<file path="config.mk">
export PLATFORM = sky130hd
export DESIGN_NAME = keymap_hid_report_builder
export DESIGN_NICKNAME = d
export VERILOG_FILES = /design/src/sv/kmhrb_pkg.sv /design/src/sv/keymap_hid_report_builder.sv /design/src/sv/kmhrb_ram.sv /design/src/sv/kmhrb_ctrl.sv
export SDC_FILE = /design/constraint.sdc
export NUM_CORES = 2
export LEC_CHECK = 0
export ABC_AREA = 1
export BUFFER_PORTS_ARGS = -buffer_cell sky130_fd_sc_hd__buf_2
export CAP_MARGIN = 20
export CORE_MARGIN = 2
export CORE_UTILIZATION = 31
export CTS_CLUSTER_DIAMETER = 120
export DETAILED_ROUTE_END_ITERATION = 8
export PLACE_DENSITY = 0.41
export SYNTH_ARGS = -nofsm -noshare
export SYNTH_HDL_FRONTEND = slang
export SYNTH_SLANG_ARGS = --single-unit
</file>
<file path="constraint.sdc">
create_clock -name clk -period 4.3 [get_ports clk]
set_clock_uncertainty 0.15 [all_clocks]
set_input_delay 0 -clock clk [delete_from_list [all_inputs] [get_ports clk]]
set_output_delay 0 -clock clk [all_outputs]
set_load 0.05 [all_outputs]
</file>
<file path="src/sv/kmhrb_pkg.sv">
package kmhrb_pkg;

  // Command codes of an input transaction.
  localparam logic [1:0] CMD_WRITE_ENTRY = 2'd0;
  localparam logic [1:0] CMD_STORE_MASK  = 2'd1;
  localparam logic [1:0] CMD_BUILD       = 2'd2;

  // Keymap entry types.
  localparam logic [1:0] TYPE_OTHER  = 2'd0;
  localparam logic [1:0] TYPE_HID    = 2'd1;
  localparam logic [1:0] TYPE_MOD    = 2'd2;
  localparam logic [1:0] TYPE_HIDMOD = 2'd3;

  // Width of a row mask; columns at or above it are never pressed.
  localparam int unsigned MASK_BITS = 14;

  // HID keycode reported in slot 0 when too many keys are down.
  localparam logic [7:0] ROLLOVER_CODE = 8'h01;

  localparam logic [3:0] KEY_LIMIT_RESET = 4'd6;

  // Keymap entry: type in the two upper bits, data below.
  localparam int unsigned ENTRY_BITS = 18;

  typedef struct packed {
    logic [1:0]  cmd;
    logic [2:0]  row_index;
    logic [3:0]  col_index;
    logic [1:0]  entry_type;
    logic [15:0] entry_data;
    logic [13:0] row_mask;
  } in_item_t;

  typedef struct packed {
    logic [3:0] slot_index;
    logic [7:0] keycode;
    logic [7:0] modifier;
    logic       rollover;
    logic       last;
  } out_item_t;

  typedef enum logic [2:0] {
    ST_IDLE,
    ST_WALK,
    ST_DRAIN,
    ST_EMIT,
    ST_FLUSH
  } state_t;

endpackage

</file>
<file path="src/sv/keymap_hid_report_builder.sv">
// Keyboard report builder with a stored keymap and per-row pressed masks.
//
// Input channel: a transaction is taken on a rising edge with start high and
// busy low. Command 0 writes one keymap entry and command 1 stores the pressed
// mask of one row; both leave busy low, so they can follow each other on
// every cycle. Command 2 builds a keyboard report. Writes outside the matrix
// are dropped, and command 3 does nothing.
//
// A build walks the keymap memory in row-major order, one entry read per
// cycle, then reads the slots back one per cycle. busy stays high from the
// accepting edge through the walk and the slot reads, so a new build is only
// accepted once the previous one has read out its slots. The slot results
// follow on consecutive cycles, each shown for one cycle with out_valid
// high and last set on the final slot. The receiver cannot stall.
// Configuration channel: cfg_ready is always high; cfg_data sets the keycode
// count at or above which the report becomes a rollover error.
// Reset clears the row masks, the count and the modifier and sets the
// threshold to 6. Keymap entries hold nothing until written.
module keymap_hid_report_builder #(
  parameter int unsigned NUM_ROWS  = 5,
  parameter int unsigned NUM_COLS  = 14,
  parameter int unsigned NUM_SLOTS = 14
) (
  input  logic                 clk,
  input  logic                 rst_n,
  input  logic                 start,
  output logic                 busy,
  input  kmhrb_pkg::in_item_t  in_item,
  output logic                 out_valid,
  output kmhrb_pkg::out_item_t out_item,
  input  logic                 cfg_valid,
  output logic                 cfg_ready,
  input  logic [3:0]           cfg_data
);

  localparam int unsigned KM_DEPTH = NUM_ROWS * NUM_COLS;
  localparam int unsigned KAW = (KM_DEPTH > 1) ? $clog2(KM_DEPTH) : 1;
  localparam int unsigned SW  = (NUM_SLOTS > 1) ? $clog2(NUM_SLOTS) : 1;

  logic [3:0] key_limit_r;

  logic                               km_we;
  logic [KAW-1:0]                     km_waddr;
  logic [kmhrb_pkg::ENTRY_BITS-1:0]   km_wdata;
  logic [KAW-1:0]                     km_raddr;
  logic [kmhrb_pkg::ENTRY_BITS-1:0]   km_rdata;
  logic                               slot_we;
  logic [SW-1:0]                      slot_waddr;
  logic [7:0]                         slot_wdata;
  logic [SW-1:0]                      slot_raddr;
  logic [7:0]                         slot_rdata;

  // The threshold register accepts a write on every cycle; the user must change
  // it only while no build is running, as the block itself does not enforce this.
  assign cfg_ready = 1'b1;

  always_ff @(posedge clk) begin
    if (!rst_n) begin
      key_limit_r <= kmhrb_pkg::KEY_LIMIT_RESET;
    end else if (cfg_valid && cfg_ready) begin
      key_limit_r <= cfg_data;
    end
  end

  // Keymap: one entry per matrix position, type and data packed together.
  kmhrb_ram #(
    .WIDTH (kmhrb_pkg::ENTRY_BITS),
    .DEPTH (KM_DEPTH)
  ) u_keymap (
    .clk   (clk),
    .we    (km_we),
    .waddr (km_waddr),
    .wdata (km_wdata),
    .raddr (km_raddr),
    .rdata (km_rdata)
  );

  // Report slots. Only slots below the fill count are meaningful, so the
  // memory never needs clearing between reports.
  kmhrb_ram #(
    .WIDTH (8),
    .DEPTH (NUM_SLOTS)
  ) u_slots (
    .clk   (clk),
    .we    (slot_we),
    .waddr (slot_waddr),
    .wdata (slot_wdata),
    .raddr (slot_raddr),
    .rdata (slot_rdata)
  );

  kmhrb_ctrl #(
    .NUM_ROWS  (NUM_ROWS),
    .NUM_COLS  (NUM_COLS),
    .NUM_SLOTS (NUM_SLOTS)
  ) u_ctrl (
    .clk          (clk),
    .rst_n        (rst_n),
    .start        (start),
    .busy         (busy),
    .in_item      (in_item),
    .key_limit    (key_limit_r),
    .km_we        (km_we),
    .km_waddr     (km_waddr),
    .km_wdata     (km_wdata),
    .km_raddr     (km_raddr),
    .km_rdata     (km_rdata),
    .slot_we      (slot_we),
    .slot_waddr   (slot_waddr),
    .slot_wdata   (slot_wdata),
    .slot_raddr   (slot_raddr),
    .slot_rdata   (slot_rdata),
    .out_valid    (out_valid),
    .out_item     (out_item)
  );

endmodule

</file>
<file path="src/sv/kmhrb_ram.sv">
module kmhrb_ram #(
  parameter int unsigned WIDTH = 8,
  parameter int unsigned DEPTH = 16,
  localparam int unsigned AW = (DEPTH > 1) ? $clog2(DEPTH) : 1
) (
  input  logic             clk,
  input  logic             we,
  input  logic [AW-1:0]    waddr,
  input  logic [WIDTH-1:0] wdata,
  input  logic [AW-1:0]    raddr,
  output logic [WIDTH-1:0] rdata
);

  logic [WIDTH-1:0] mem [DEPTH];
  logic [WIDTH-1:0] rdata_r;

  always_ff @(posedge clk) begin
    if (we) begin
      mem[waddr] <= wdata;
    end
    rdata_r <= mem[raddr];
  end

  assign rdata = rdata_r;

endmodule

</file>
<file path="src/sv/kmhrb_ctrl.sv">
module kmhrb_ctrl #(
  parameter int unsigned NUM_ROWS  = 5,
  parameter int unsigned NUM_COLS  = 14,
  parameter int unsigned NUM_SLOTS = 14,
  localparam int unsigned KM_DEPTH = NUM_ROWS * NUM_COLS,
  localparam int unsigned KAW  = (KM_DEPTH > 1) ? $clog2(KM_DEPTH) : 1,
  localparam int unsigned SW   = (NUM_SLOTS > 1) ? $clog2(NUM_SLOTS) : 1
) (
  input  logic                                clk,
  input  logic                                rst_n,
  input  logic                                start,
  output logic                                busy,
  input  kmhrb_pkg::in_item_t                 in_item,
  input  logic [3:0]                          key_limit,
  output logic                                km_we,
  output logic [KAW-1:0]                      km_waddr,
  output logic [kmhrb_pkg::ENTRY_BITS-1:0]    km_wdata,
  output logic [KAW-1:0]                      km_raddr,
  input  logic [kmhrb_pkg::ENTRY_BITS-1:0]    km_rdata,
  output logic                                slot_we,
  output logic [SW-1:0]                       slot_waddr,
  output logic [7:0]                          slot_wdata,
  output logic [SW-1:0]                       slot_raddr,
  input  logic [7:0]                          slot_rdata,
  output logic                                out_valid,
  output kmhrb_pkg::out_item_t                out_item
);

  localparam int unsigned RW   = (NUM_ROWS > 1) ? $clog2(NUM_ROWS) : 1;
  localparam int unsigned CW   = (NUM_COLS > 1) ? $clog2(NUM_COLS) : 1;
  localparam int unsigned CNTW = $clog2(NUM_SLOTS + 1);

  kmhrb_pkg::state_t state_r, state_nxt;

  logic [13:0]     row_masks_r [NUM_ROWS];
  logic [RW-1:0]   row_r, row_nxt;
  logic [CW-1:0]   col_r, col_nxt;
  logic [KAW-1:0]  addr_r, addr_nxt;
  logic            walk_vld_r, walk_vld_nxt;
  logic            pressed_r, pressed_nxt;
  logic [CNTW-1:0] count_r, count_nxt;
  logic [7:0]      mod_r, mod_nxt;
  logic [SW-1:0]   slot_r, slot_nxt;
  logic            em_vld_r, em_vld_nxt;
  logic [SW-1:0]   em_idx_r, em_idx_nxt;
  logic            out_valid_r;
  kmhrb_pkg::out_item_t out_r, out_nxt;

  logic            accept;
  logic            walk_last;
  logic            emit_last;
  logic [31:0]     mask_wide;
  logic [NUM_COLS-1:0] col_pressed;
  logic            row_ok;
  logic            col_ok;
  logic [RW-1:0]   wr_row;
  logic [1:0]      ent_type;
  logic [15:0]     ent_data;
  logic            roll;
  logic            in_fill;
  logic            app_en;
  logic [7:0]      app_code;

  assign accept    = start && (state_r == kmhrb_pkg::ST_IDLE);
  assign walk_last = (row_r == RW'(NUM_ROWS - 1)) && (col_r == CW'(NUM_COLS - 1));
  assign emit_last = (slot_r == SW'(NUM_SLOTS - 1));
  assign row_ok    = int'(in_item.row_index) < NUM_ROWS;
  assign col_ok    = int'(in_item.col_index) < NUM_COLS;
  assign wr_row    = RW'(in_item.row_index);
  assign ent_type  = km_rdata[kmhrb_pkg::ENTRY_BITS-1 -: 2];
  assign ent_data  = km_rdata[15:0];

  // Pressed bits of the row being walked, widened to the column count.
  always_comb begin
    mask_wide = 32'(row_masks_r[row_r]);
    for (int c = 0; c < NUM_COLS; c++) begin
      col_pressed[c] = (c < kmhrb_pkg::MASK_BITS) ? mask_wide[c] : 1'b0;
    end
  end

  // Next state.
  always_comb begin
    state_nxt = state_r;
    unique case (state_r)
      kmhrb_pkg::ST_IDLE: begin
        if (accept && in_item.cmd == kmhrb_pkg::CMD_BUILD) begin
          state_nxt = kmhrb_pkg::ST_WALK;
        end
      end
      kmhrb_pkg::ST_WALK: begin
        if (walk_last) begin
          state_nxt = kmhrb_pkg::ST_DRAIN;
        end
      end
      kmhrb_pkg::ST_DRAIN: state_nxt = kmhrb_pkg::ST_EMIT;
      kmhrb_pkg::ST_EMIT: begin
        if (emit_last) begin
          state_nxt = kmhrb_pkg::ST_FLUSH;
        end
      end
      kmhrb_pkg::ST_FLUSH: state_nxt = kmhrb_pkg::ST_IDLE;
      default: state_nxt = kmhrb_pkg::ST_IDLE;
    endcase
  end

  // State machine outputs.
  always_comb begin
    busy  = 1'b1;
    km_we = 1'b0;
    unique case (state_r) inside
      kmhrb_pkg::ST_IDLE: begin
        busy  = 1'b0;
        km_we = accept && (in_item.cmd == kmhrb_pkg::CMD_WRITE_ENTRY) && row_ok && col_ok;
      end
      kmhrb_pkg::ST_WALK,
      kmhrb_pkg::ST_DRAIN,
      kmhrb_pkg::ST_EMIT,
      kmhrb_pkg::ST_FLUSH: busy = 1'b1;
      default: busy = 1'b1;
    endcase
  end

  assign km_waddr = KAW'(in_item.row_index) * KAW'(NUM_COLS) + KAW'(in_item.col_index);
  assign km_wdata = {in_item.entry_type, in_item.entry_data};
  assign km_raddr = addr_r;
  assign slot_raddr = slot_r;

  // Entry stage: the keymap read data pairs with the pressed bit of the
  // previous cycle.
  always_comb begin
    app_en   = 1'b0;
    app_code = 8'h00;
    mod_nxt  = mod_r;
    if (walk_vld_r && pressed_r) begin
      case (ent_type)
        kmhrb_pkg::TYPE_HID: begin
          app_en   = 1'b1;
          app_code = ent_data[7:0];
        end
        kmhrb_pkg::TYPE_MOD: mod_nxt = mod_r | ent_data[7:0];
        kmhrb_pkg::TYPE_HIDMOD: begin
          app_en   = 1'b1;
          app_code = ent_data[15:8];
          mod_nxt  = mod_r | ent_data[7:0];
        end
        default: app_en = 1'b0;
      endcase
    end
  end

  assign slot_we    = app_en && (int'(count_r) < NUM_SLOTS);
  assign slot_waddr = count_r[SW-1:0];
  assign slot_wdata = app_code;

  // Walk and emit counters.
  always_comb begin
    row_nxt      = row_r;
    col_nxt      = col_r;
    addr_nxt     = addr_r;
    walk_vld_nxt = 1'b0;
    pressed_nxt  = 1'b0;
    count_nxt    = slot_we ? count_r + CNTW'(1) : count_r;
    slot_nxt     = slot_r;
    em_vld_nxt   = 1'b0;
    em_idx_nxt   = slot_r;
    if (accept && in_item.cmd == kmhrb_pkg::CMD_BUILD) begin
      row_nxt   = '0;
      col_nxt   = '0;
      addr_nxt  = '0;
      count_nxt = '0;
    end
    if (state_r == kmhrb_pkg::ST_WALK) begin
      walk_vld_nxt = 1'b1;
      pressed_nxt  = col_pressed[col_r];
      addr_nxt     = addr_r + KAW'(1);
      if (col_r == CW'(NUM_COLS - 1)) begin
        col_nxt = '0;
        row_nxt = row_r + RW'(1);
      end else begin
        col_nxt = col_r + CW'(1);
      end
    end
    if (state_r == kmhrb_pkg::ST_DRAIN) begin
      slot_nxt = '0;
    end
    if (state_r == kmhrb_pkg::ST_EMIT) begin
      em_vld_nxt = 1'b1;
      slot_nxt   = slot_r + SW'(1);
    end
  end

  // Result formatting from the slot read data.
  always_comb begin
    roll    = (4'(count_r) >= key_limit);
    in_fill = (CNTW'(em_idx_r) < count_r);
    out_nxt.slot_index = 4'(em_idx_r);
    out_nxt.modifier   = mod_r;
    out_nxt.rollover   = roll;
    out_nxt.last       = (em_idx_r == SW'(NUM_SLOTS - 1));
    if (roll) begin
      out_nxt.keycode = (em_idx_r == '0) ? kmhrb_pkg::ROLLOVER_CODE : 8'h00;
    end else begin
      out_nxt.keycode = in_fill ? slot_rdata : 8'h00;
    end
  end

  always_ff @(posedge clk) begin
    if (!rst_n) begin
      state_r     <= kmhrb_pkg::ST_IDLE;
      walk_vld_r  <= 1'b0;
      em_vld_r    <= 1'b0;
      out_valid_r <= 1'b0;
      count_r     <= '0;
      mod_r       <= '0;
      for (int r = 0; r < NUM_ROWS; r++) begin
        row_masks_r[r] <= '0;
      end
    end else begin
      state_r     <= state_nxt;
      walk_vld_r  <= walk_vld_nxt;
      em_vld_r    <= em_vld_nxt;
      out_valid_r <= em_vld_r;
      count_r     <= count_nxt;
      if (accept && in_item.cmd == kmhrb_pkg::CMD_BUILD) begin
        mod_r <= '0;
      end else begin
        mod_r <= mod_nxt;
      end
      if (accept && in_item.cmd == kmhrb_pkg::CMD_STORE_MASK && row_ok) begin
        row_masks_r[wr_row] <= in_item.row_mask;
      end
    end
  end

  always_ff @(posedge clk) begin
    row_r     <= row_nxt;
    col_r     <= col_nxt;
    addr_r    <= addr_nxt;
    pressed_r <= pressed_nxt;
    slot_r    <= slot_nxt;
    em_idx_r  <= em_idx_nxt;
    out_r     <= out_nxt;
  end

  assign out_valid = out_valid_r;
  assign out_item  = out_r;

endmodule

</file>
Word-level counts from Yosys, hierarchy flattened
Memories as Yosys holds them, arrays and structs flattened. A register that Yosys moved wholly into a read port is not among the register bits.
Cells that the tools add are included.
Word-level totals
  memories: 3
  bits of input ports: 49
  flip-flop bits (word level): 67
  bits in writable memories: 1442
  output and inout bits: 25
Cells by class
  bitwise operators: 2
  add/subtract/negate cells: 6
  muxes and demuxes: 38
  magnitude comparators: 6
  reduce and logical (&&, ||, !) cells: 21
  $mul: 1
  equal/unequal tests: 15
Memories
  u_keymap.mem: depth 70, bits a word 18, rd ports 1, clocked after Yosys merged registers in 1, wr ports 1, line kmhrb_ram.sv:14  | logic [WIDTH-1:0] mem [DEPTH];
  u_slots.mem: depth 14, bits a word 8, rd ports 1, clocked after Yosys merged registers in 1, wr ports 1, line kmhrb_ram.sv:14
  u_ctrl.row_masks_r: depth 5, bits a word 14, rd ports 1, clocked after Yosys merged registers in 1, wr ports 5, line kmhrb_ctrl.sv:35  | logic [13:0] row_masks_r [NUM_ROWS];
Operators with widths (count)
  $mux W8: 3
  $mux W3: 7
  $mux W4: 5
  $mux W1: 17
  $pmux W8 S2: 1
  $mux W14: 1
  $mux W7: 2
  $reduce_or A14 Y1: 1
  $add A4 B1 Y4 const B: 3
  $eq A4 B4 Y1 const B: 3
  $pmux W3 S4: 1
  $logic_and A1 B1 Y1: 10
  $lt A4 B4 Y1 const B: 2
  $or A8 B8 Y8: 1
  $add A7 B1 Y7 const B: 1
  $add A7 B4 Y7: 1
  $eq A2 B2 Y1 const B: 3
  $eq A3 B2 Y1 const B: 2
  $mul A3 B3 Y6 const B: 1
  $reduce_or A2 Y1: 3
  $lt A4 B5 Y1 const B: 1
  $bmux W1 S4: 1
  $eq A2 B1 Y1 const B: 2
  $ge A4 B4 Y1: 1
  14 further kinds: 16

Longest topological paths before layout
  word-level depth: 9
  mapped depth: 14
  gate-level depth less buffers: 13

By module
Synthesis repeated with hierarchy kept, for this count alone.
Unflattened totals
  cell total of the unflattened synthesis: 5538
  area total of the unflattened synthesis: 64710.8 um^2
Modules (own cells, without submodules)
  kmhrb_ram at u_keymap: times used 1, area an instance 51518.2 um^2, cells each 4217, seq. area each 38196.6 um^2
  kmhrb_ctrl: times used 1, area an instance 8061.5 um^2, cells each 843, seq. area each 4774.6 um^2
  kmhrb_ram at u_slots: times used 1, area an instance 4973.5 um^2, cells each 455, seq. area each 3523.4 um^2
  keymap_hid_report_builder: times used 1, area an instance 157.7 um^2, cells each 23, seq. area each 80.1 um^2

Worst setup path before layout
OpenSTA, ideal clock, no wires.
  kind: input to register
  start point: input port in_item[37] (netlist name)
  end point: memory u_keymap.mem[0][0] (netlist name), enable pin
  setup slack: 0.750 ns
  cell stages on the path: 11
  required time: 3.757 ns
  data arrival time: 3.008 ns
  library setup time: 0.393 ns
  cells stage by stage: inv_1 > fa_1 > inv_1 > ha_1 > fa_1 > inv_1 > xor2_1 > inv_1 > nor3_1 > nand2_1 > nor2_1
On the way
  word-level cells in the longest chain between the ends: 6
  elaborated cells between the ends (all ways): 8
  those cells by class: 1 x add/sub; 1 x mul; 1 x order compare; 3 x mux; 2 x reduce/logical
RTL lines
  start: declaration: line keymap_hid_report_builder.sv:28  | input kmhrb_pkg::in_item_t in_item,
  parallel branches: the longest is 6 deep, another holds $add A7 B4 Y7
  end: declaration: line kmhrb_ram.sv:14
Several ways; the timed one is not identified.

Final worst setup path
  start point: input port in_item[37] (netlist name)
  end point: memory u_keymap.mem[31][9] (netlist name), enable pin
Same word-level chain as after synthesis.

==> out/qor.txt <==
DRT Pass-1 Iters -> 5
Internal -> 0.02800 W
GPL Wtd Cong -> 0.8557
core area -> 0.2046 mm^2
HP Class -> in -> reg
largest net degree at the start of global routing -> 126
CP Class -> in -> reg
most common cell after layout, fill and taps aside -> edfxtp_1
Netlist cell types -> 39
Critical Path Start Type -> primary input
clock buffer count from CTS -> 181
relative slew slack -> 31.01%
flop2flop setup slack -> 0.91 ns
first-pass GRT wire length -> 301500 um
sw frac -> 33.60%
most frequent cells in the layout -> 1499 x edfxtp_1, 1462 x nand2_1, 727 x nor2_1
fillcell total -> 20000
IO Count -> 74
Initial DRC Count -> 4110
number of global-route vias before repair -> 41930
DP HPWL -> 128300 um
Die Y -> 457.8 um
max capacitance violation total -> 0
Final Max Slew Viols -> 0
Mapped Cells -> 5558
Cells after DPL -> 8242
CTS tree -> built
GRT Overall Usage -> 19.85%
fin crit period -> 3.956 ns
Placed Area -> 0.06878 mm^2
YS warnings -> 0
fin crit share -> 92.00%
clock latency on the worst-skew pair -> 0.84 ns
final setup fails -> 0
Top Usage Layer GRT -> met2
Worst Path Arrival -> 4.25 ns
NetSw -> 0.01416 W
PostCTS Resize Cnt -> 0
Worst EP required -> 4.60 ns
Setup Buffers After CTS -> 0
P_leak -> 27.17 nW
CTS Hold Buffers Added -> 80
fmax -> 0.2528 GHz
Syn Area/Cell -> 11.49 um^2
PD cells -> 560.4 mW/mm^2
Synth Register Bits -> 1577
starting density of the core -> 31.20%
Die Wd -> 457.8 um
FP Rows -> 166
H-tree depth -> 4
Gate power share -> 23.5%
post-route ant nets -> 0
CTS max path bufs -> 3
power share of the clock group -> 35.1%
Layout Cells excl Fill -> 8652
GR met1 Demand/Resource -> 27.90%
vias per cell -> 4.879
EDFF count, synth -> 1499
Slew @ Worst Pin -> 1.034 ns
share of flip-flops with an asynchronous set or reset -> 0%
vias after detailed routing -> 42220
die area -> 0.2096 mm^2
Main synth FF type -> edfxtp_1
Post-Syn Area -> 0.06384 mm^2
status -> completed
CP Capture Type -> flip-flop
Reg clk slew, reported paths -> 0.06 ns
final hold vios -> 0
GRT Residual Overflow -> 0
initial antenna violation count -> 7
Final #Nets -> 5898
final instance area -> 0.07524 mm^2
Detailed Route WL -> 210700 um
met2 Track Usage GR -> 32.06%
share of cells above drive strength 1 -> 9.970%
unrepaired setup endpoints after global routing -> no
Seq/Total Area, Yosys -> 72.96%
final total power -> 0.04216 W
clk root buf -> clkbuf_16
Post-Route Setup TNS -> 0 ns
Residual DRC -> 0
VDD IR max -> 0.4352 mV
top fanout value on the critical path -> 18
DR WL/cell -> 24.36 um
P&R area growth vs syn -> 17.85%
Sink Count -> 1577
M3 GR Usage -> 2.857%
sequential share of power -> 41.4%
Port Buf Inserts -> 72
through the flow:
stage	utilization [%]	worst slack, ns	hold WS (ns)
final	36.78	0.3440	0.09398
after global routing	36.77	0.2280	0.06766
after CTS	36.77	0.4806	0.03084
after detailed placement	33.62	0.1817	0.07477
after global placement	33.62	0.2034	0.07308
after floorplan	-	0.7498	-0.05113
area by class of cell:
cell class,count,area [um^2],area share (%)
antenna,6,15.01,0.01996
clock buffer,234,4812,6.396
clock inverter,90,830.8,1.104
inverter,170,659.4,0.8764
multi-input combinational,3540,15560,20.68
sequential,1577,46580,61.91
tap,2688,3363,4.470
timing repair buffer,347,3420,4.545
registers in the layout (all words and copies together), names as in the netlist, 7 cells and up:
signal / flops
u_slots.mem: 112
u_ctrl.km_raddr: 7
u_keymap.rdata: 18
u_ctrl.mod_r: 8
u_ctrl.row_masks_r: 112
u_ctrl.out_item: 22
u_slots.rdata: 8
u_keymap.mem: 1260
logic make-up after synthesis:
group | count (synthesis) | share of synthesized area, %
buf+inv | 482 | 3.208
xor+xnor | 9 | 0.1352
simple gates | 2940 | 18.66
fa+ha+maj | 32 | 0.6742
other cells | 2 | 0.01176
compound gates | 516 | 4.355
flops | 1577 | 72.96
power by group through the flow:
stage	combinational, W	sequential (W)	clock (W)
global placement	0.00995	0.0178	0
finish	0.00991	0.0174	0.0148
detailed placement	0.00991	0.0178	0
floorplan	0.00569	0.0177	0
CTS	0.00999	0.0174	0.0152
global route	0.0109	0.0175	0.0157
Yosys cell counts, types with 2 or more instances:
cell	number	area share, %
o21ai_0	276	2.2
inv_2	5	0.029
xnor2_1	5	0.069
o221ai_1	5	0.069
a211oi_1	19	0.22
nor2_1	797	4.7
nand2_1	1462	8.6
a21oi_1	160	1.3
edfxtp_1	1499	71
a32oi_1	18	0.25
buf_4	15	0.18
xor2_1	3	0.041
nand3_1	661	5.2
buf_2	146	1.1
clkinv_1	2	0.012
fa_1	4	0.13
nor3_1	11	0.086
inv_1	163	0.96
o211ai_1	9	0.11
o22ai_1	23	0.23
ha_1	28	0.55
clkbuf_1	118	0.69
dfxtp_1	78	2.4
conb_1	2	0.012
nand4_1	2	0.020
buf_1	33	0.19
a21boi_0	2	0.024
worst max-delay path: stages:
cell	delay (ns)
dlygate4sd3_1	0.56
buf_2	0.16
inv_1	0.11
fa_1	0.52
inv_1	0.04
ha_1	0.27
ha_1	0.33
xnor2_1	0.57
inv_1	0.18
nor2_1	0.20
nand3_1	0.25
buf_12	0.25
nor2_2	0.78
path summary, 6_finish.rpt:
check                     from                   end  cells after the start
max                in_item[37]   u_keymap.mem[31][9]                     13
min                in_item[29]  u_keymap.mem[22][15]                      2
max reg2reg  u_ctrl.state_r[0]  u_keymap.mem[30][14]                      7
min reg2reg    u_ctrl.mod_r[4]    u_ctrl.out_item[6]                      0
routing by layer:
layer	routed length, um	vias up
met1	96150	21070
li1	-	19760
met2	98420	1134
met4	4952	2
met5	10	-
met3	11200	256
No activity file was read; power rests on OpenSTA's default activity.
